### config.mk
export PLATFORM = sky130hd
export DESIGN_NAME = tlb_address_translation
export DESIGN_NICKNAME = d
export VERILOG_FILES = /design/src/rtl/core/tat_pkg.sv /design/src/rtl/core/tat_tlb.sv /design/src/rtl/core/tlb_address_translation.sv
export VERILOG_INCLUDE_DIRS = /design/src /design/src/rtl/core
export SDC_FILE = /design/constraint.sdc
export NUM_CORES = 1
export LEC_CHECK = 0
export BUFFER_PORTS_ARGS = -buffer_cell sky130_fd_sc_hd__buf_4
export CAP_MARGIN = 20
export CORE_AREA = 4 4 82 103
export CTS_BUF_LIST = sky130_fd_sc_hd__clkbuf_8
export DETAILED_ROUTE_END_ITERATION = 8
export DIE_AREA = 0 0 86 107
export PLACE_DENSITY_LB_ADDON = 0.25
export SLEW_MARGIN = 20
export SYNTH_ARGS = -nofsm -noshare
export SYNTH_HDL_FRONTEND = slang
export SYNTH_SLANG_ARGS = --single-unit
export TNS_END_PERCENT = 100
### constraint.sdc
create_clock -name clk -period 6.65 [get_ports clk]
set_clock_uncertainty 0.2 [all_clocks]
set_input_delay 1.33 -clock clk [delete_from_list [all_inputs] [get_ports clk]]
set_output_delay 1.33 -clock clk [all_outputs]
set_load 0.05 [all_outputs]
### src/rtl/core/tlb_address_translation_assert.svh
// assertion macros for the tlb address translation block
`ifndef TLB_ADDRESS_TRANSLATION_ASSERT_SVH
`define TLB_ADDRESS_TRANSLATION_ASSERT_SVH

`ifndef NO_ASSERTIONS
`define TAT_ASSERT(label, prop, msg) \
  label: assert property (@(posedge clk) disable iff (rst) prop) else $error(msg);
`define TAT_ASSERT_NORST(label, prop, msg) \
  label: assert property (@(posedge clk) prop) else $error(msg);
`else
`define TAT_ASSERT(label, prop, msg)
`define TAT_ASSERT_NORST(label, prop, msg)
`endif

`endif

### src/rtl/core/tat_pkg.sv
package tat_pkg;

  localparam int TLB_ENTRIES = 4;
  localparam int IDX_W       = (TLB_ENTRIES > 1) ? $clog2(TLB_ENTRIES) : 1;

  localparam int VA_W        = 16;
  localparam int PAGE_W      = 4;
  localparam int OFFSET_W    = 12;
  localparam int FRAME_W     = 6;
  localparam int PA_W        = 17;
  localparam int HIT_IDX_W   = 2;
  localparam int FRAME_SHIFT = 10;

  localparam logic [PAGE_W-1:0]  PAGE_XOR   = 4'hA;
  localparam logic [FRAME_W-1:0] FRAME_BIAS = 6'd13;

  typedef struct packed {
    logic               hit;
    logic [IDX_W-1:0]   idx;
    logic [FRAME_W-1:0] frame;
  } lookup_t;

  // frame for a page that misses, modulo 64 by truncation to FRAME_W bits
  function automatic logic [FRAME_W-1:0] frame_of_page(input logic [PAGE_W-1:0] page);
    logic [FRAME_W-1:0] a;
    logic [FRAME_W-1:0] b;
    a = FRAME_W'(page ^ PAGE_XOR);
    b = FRAME_W'({page, 2'b00});
    return a + b + FRAME_BIAS;
  endfunction

endpackage

### src/rtl/core/tat_tlb.sv
`include "tlb_address_translation_assert.svh"

module tat_tlb import tat_pkg::*; (
  input  logic              clk,
  input  logic              rst,
  input  logic              en,
  input  logic [PAGE_W-1:0] page,
  output lookup_t           res
);

  logic [TLB_ENTRIES-1:0] valid;
  logic [PAGE_W-1:0]      pages  [TLB_ENTRIES];
  logic [FRAME_W-1:0]     frames [TLB_ENTRIES];
  logic [IDX_W-1:0]       ptr;
  logic [IDX_W-1:0]       ptr_next;

  logic [TLB_ENTRIES-1:0] match;
  logic                   hit;
  logic [IDX_W-1:0]       idx;
  logic [FRAME_W-1:0]     miss_frame;

  always_comb begin
    for (int i = 0; i < TLB_ENTRIES; i++) begin
      match[i] = valid[i] && (pages[i] == page);
    end
  end

  // lowest matching entry wins
  always_comb begin
    hit = 1'b0;
    idx = '0;
    for (int i = TLB_ENTRIES - 1; i >= 0; i--) begin
      if (match[i]) begin
        hit = 1'b1;
        idx = IDX_W'(i);
      end
    end
  end

  assign miss_frame = frame_of_page(page);
  assign ptr_next   = (ptr == IDX_W'(TLB_ENTRIES - 1)) ? '0 : ptr + IDX_W'(1);

  assign res.hit   = hit;
  assign res.idx   = idx;
  assign res.frame = hit ? frames[idx] : miss_frame;

  always_ff @(posedge clk) begin
    if (rst) begin
      valid <= '0;
      ptr   <= '0;
    end else if (en) begin
      if (hit) begin
        if (idx == ptr) begin
          ptr <= ptr_next;
        end
      end else begin
        valid[ptr] <= 1'b1;
        ptr        <= ptr_next;
      end
    end
  end

  always_ff @(posedge clk) begin
    if (en && !hit) begin
      pages[ptr]  <= page;
      frames[ptr] <= miss_frame;
    end
  end

  `TAT_ASSERT(a_no_dup_match, $onehot0(match), "tlb holds the same page twice")
  `TAT_ASSERT(a_valid_sticky, !$past(rst) |-> ((valid & $past(valid)) == $past(valid)), "tlb entry lost its valid bit")
  `TAT_ASSERT(a_miss_fills, (en && !hit) |=> valid[$past(ptr)], "miss did not fill the replaced entry")
  `TAT_ASSERT_NORST(a_reset_clears, rst |=> (valid == '0) && (ptr == '0), "reset did not clear the tlb")

endmodule

### src/rtl/core/tlb_address_translation.sv
// tlb address translation
// input channel: addr_valid / addr_stall carry one 16-bit virtual address per item;
//   bits 15..12 are the page number, bits 11..0 the page offset
// output channel: result_valid / result_stall carry physical_address, tlb_hit
//   and hit_entry for each item, in input order, one result per item
// an item is taken at a clock edge with valid high and stall low
// path: an item taken from the input channel sits in the input register, is looked up
//   in the four-entry tlb and lands in the result register
// throughput: one item per cycle while result_stall is low; the tlb compare, the miss
//   frame and the replacement update all sit between the two registers
// a miss writes the page and its computed frame at the round-robin pointer
// reset (rst, synchronous) clears all entry valid bits, the pointer and both
//   pipeline valids; tlb contents are not cleared
// when result_stall is high the result register holds, the input register
//   keeps its item and addr_stall rises once it is full; nothing is dropped
module tlb_address_translation import tat_pkg::*; (
  input  logic                clk,
  input  logic                rst,
  input  logic                addr_valid,
  output logic                addr_stall,
  input  logic [VA_W-1:0]     virtual_address,
  output logic                result_valid,
  input  logic                result_stall,
  output logic [PA_W-1:0]     physical_address,
  output logic                tlb_hit,
  output logic [HIT_IDX_W-1:0] hit_entry
);

  logic            s1_valid;
  logic [VA_W-1:0] s1_va;
  logic            adv;
  lookup_t         lk;

  assign adv        = s1_valid && (!result_valid || !result_stall);
  assign addr_stall = s1_valid && !adv;

  always_ff @(posedge clk) begin
    if (rst) begin
      s1_valid <= 1'b0;
    end else if (!addr_stall) begin
      s1_valid <= addr_valid;
    end
  end

  always_ff @(posedge clk) begin
    if (addr_valid && !addr_stall) begin
      s1_va <= virtual_address;
    end
  end

  tat_tlb u_tlb (
    .clk  (clk),
    .rst  (rst),
    .en   (adv),
    .page (s1_va[VA_W-1 -: PAGE_W]),
    .res  (lk)
  );

  always_ff @(posedge clk) begin
    if (rst) begin
      result_valid <= 1'b0;
    end else if (adv) begin
      result_valid <= 1'b1;
    end else if (!result_stall) begin
      result_valid <= 1'b0;
    end
  end

  always_ff @(posedge clk) begin
    if (adv) begin
      physical_address <= (PA_W'(lk.frame) << FRAME_SHIFT) + PA_W'(s1_va[OFFSET_W-1:0]);
      tlb_hit          <= lk.hit;
      hit_entry        <= lk.hit ? HIT_IDX_W'(lk.idx) : '0;
    end
  end

endmodule
==> reports/results.md <==
## Clock network
- Num Clock Sinks: 84
- root buf cell: sky130_fd_sc_hd__clkbuf_8
- number of levels the H-tree was split into: 3
- CTS tree: yes
- CTS clock-pin slew for the worst setup and hold paths: 0.09 ns
- post-CTS setup buffer count: 0
- latest clock arrival within the worst-skew pair: 0.35 ns
- hold buffers post-CTS: 0
- number of buffers inserted during clock tree synthesis: 9
- maximum clock insertion buffer count: 2
- post-CTS resize count: 0

## STA
- final-layout setup total negative slack: 0 ns
- final setup violating endpoints: 0
- total count of max-transition violations in the final report: 0
- unrepaired setup endpoints after global routing: false
- final worst path period need: 3.90 ns
- part of the cycle the worst path needs: 58.6%
- worst hold-check slack: 0.226 ns
- transition time of the tightest slew-check pin: 0.780 ns
- count of final hold-check violations: 0
- Fmax achieved: 256 MHz
- Slew headroom: 48.0%
- post-layout worst setup margin: 2.75 ns

## Synthesis
- Distinct cells, synth: 52
- mean instance size in the synthesized netlist: 13.9 µm²
- largest cells by area after synthesis: sky130_fd_sc_hd__edfxtp_1, sky130_fd_sc_hd__dfxtp_1, sky130_fd_sc_hd__xnor2_1, sky130_fd_sc_hd__ha_1, sky130_fd_sc_hd__inv_1
- number of cells produced by synthesis: 261
- sequential area share after synthesis: 67.3%
- Yosys reg bits: 84
- post-synthesis cell area: 3630 µm²
- Synth area leader: sky130_fd_sc_hd__edfxtp_1
- Yosys warning total: 0
- post-synth net total: 294
- share of Yosys cell area claimed by the top area cell type: 62.9%

## Route
- remaining antenna violation count: 0
- detailed-route wire length: 6.80 mm
- Initial DRC Count: 161
- ratio of routed vias to standard cells: 5.34
- residual DRC count: 0
- number of iterations in the first detailed-routing pass: 4
- Avg WL per Cell: 16.8 µm
- overall via count from detail_route: 2157

## Layout
- Final Net Count: 340
- final design area excluding fillers: 4240 µm²
- share of layout cells above drive strength 1: 22.4%
- commonest cells after routing, fill and taps aside: sky130_fd_sc_hd__edfxtp_1, sky130_fd_sc_hd__buf_4, sky130_fd_sc_hd__inv_1
- Fillers: 596
- final core utilization: 57.3%
- leading cell type in the layout, fill and taps excluded: sky130_fd_sc_hd__edfxtp_1
- Layout area overhead: 17.0%
- ANT cells: 0

## Floorplanning
- core area: 7400 µm²
- number of standard-cell rows in the floorplan: 35
- die width: 86 µm
- die height: 107 µm
- area enclosed by the die boundary: 9200 µm²
- top-level I/O count: 42
- starting density of the core: 49.0%

## Setup path
- cell with the biggest individual delay on the critical path: sky130_fd_sc_hd__edfxtp_1
- worst setup path category: flip-flop to flip-flop
- required time worst endpoint: 6.56 ns
- Worst Setup End Kind: flip-flop
- maximum single-stage delay on the critical path: 0.58 ns
- top fanout value on the critical path: 12
- CP cell instances: nor2b_1, a221o_1, or3_1, a21oi_4, mux2i_1, o21ai_0, ha_1, inv_1, fa_1, or4_4, xnor2_1
- Critical Path Start Type: flip-flop
- data arrival time of the worst path: 3.81 ns

## Job
- Max Cap Violations: 0

## Power and ir drop
- worst ir drop on vdd: 0.161 mV
- Lkg Pwr: 1.62 nW
- Pwr Density: 275 nW/µm²

## GRT
- maximum number of pins on one net before global-route repair: 22
- leftover overflow at the end of global routing: 0
- global router's overall resource usage: 14.9%
- antenna violations before repair: 0
- first-pass GRT wire length: 10.2 mm
- via count of the first global-routing pass: 1989

## Placed design
- Post-DP Area: 4020 µm²
- Post-Place Worst Slack: 2.72 ns
- placer's final routability congestion estimate: 0.862
- count of buffers from port buffering: 41
- detailed placement HPWL: 4.98 mm

## Worst hold path
- worst min-delay path category: flip-flop to flip-flop

## Outcome
- run status: finished clean

==> Yosys cell counts, drive strengths merged <==
library cell and n:
inv 20, a211oi 1, clkbuf 1, o21ai 6
nor4 2, o22a 1, o211a 1, nor3b 1
o311ai 2, a31oi 5, o211ai 2, or4b 1
and3 3, or2 2, a21oi 13, o21a 1
mux2i 5, nor2b 2, a221o 1, nor3 6
fa 1, nand2b 2, ha 12, nand2 14
dfxtp 8, or3 3, xor2 2, edfxtp 76
a31o 1, o31ai 1, a21o 1, o221a 2
nand3 9, xnor2 18, nor2 18, o2111ai 1
a221oi 1, buf 6, a41o 2, and2 5
or4 2
==> routing by layer <==
| metal | part of all wire, % | global-route usage, % |
|---|---|---|
| met2 | 54 | 25.5 |
| met5 | 0 | 0 |
| met1 | 40 | 17.9 |
| met3 | 5.2 | 3.38 |
| met4 | 0.91 | 6.22 |
==> area by class of cell <==
cell class                      instances  area, µm²  area share [%]
Sequential cell                        84       2440            57.5
Multi-Input combinational cell        150       1070            25.1
Timing Repair Buffer                   42        315            7.43
Clock buffer                            9        124            2.92
Tap cell                               92        115            2.71
Clock inverter                          7        105            2.48
Inverter                               20       75.1            1.77
==> per-stage QoR <==
step	cells	total power, mW
after floorplan	261	0.726
after global placement	388	0.766
after detailed placement	388	0.770
after CTS	404	1.18
after global routing	404	1.21
final	404	1.17
==> cell families after synthesis <==
logic type | count (synthesis) | synth area share (%)
DFF | 84 | 67.3
and+or+nand+nor | 70 | 10.3
AOI/OAI and AO/OA | 42 | 8.21
buffers and inverters | 27 | 3.24
xor gates and xnor gates | 20 | 4.83
adders and majority gates | 13 | 4.69
muxes | 5 | 1.38
==> worst max-delay path, delay by kind of cell, from the launching register on <==
kind / cells / cell delay (ns)
buf+inv: 1 / 0.05
mux: 1 / 0.09
compound gates: 3 / 0.70
xor+xnor: 1 / 0.14
flops: 1 / 0.58
simple gates: 3 / 1.30
fa+ha+maj: 2 / 0.59
==> worst paths after layout <==
| check | from | end | slack, ns | cells after the start |
|---|---|---|---|---|
| setup / recovery | s1_va[12]$_DFFE_PP_ | physical_address[14]$_DFFE_PP_ | 2.75 | 11 |
| hold / removal | s1_va[4]$_DFFE_PP_ | physical_address[4]$_DFFE_PP_ | 0.23 | 0 |
| setup reg to reg | s1_va[12]$_DFFE_PP_ | physical_address[14]$_DFFE_PP_ | 2.75 | 11 |
| hold reg to reg | s1_va[4]$_DFFE_PP_ | physical_address[4]$_DFFE_PP_ | 0.23 | 0 |
==> state kept, by name, indices dropped and copies added (netlist names) <==
| signal | count |
|---|---|
| tlb_hit | 1 |
| hit_entry | 2 |
| u_tlb.pages | 16 |
| physical_address | 17 |
| result_valid | 1 |
| u_tlb.valid | 4 |
| u_tlb.frames | 24 |
| u_tlb.ptr | 2 |
| s1_valid | 1 |
| s1_va | 16 |
==> power breakdown <==
part	internal [mW]	switching [mW]	leakage, nW
clock network	0.218	0.192	0.113
registers	0.609	0.0139	0.772
logic	0.0489	0.0851	0.731
Power figures use the tool's default switching activity.
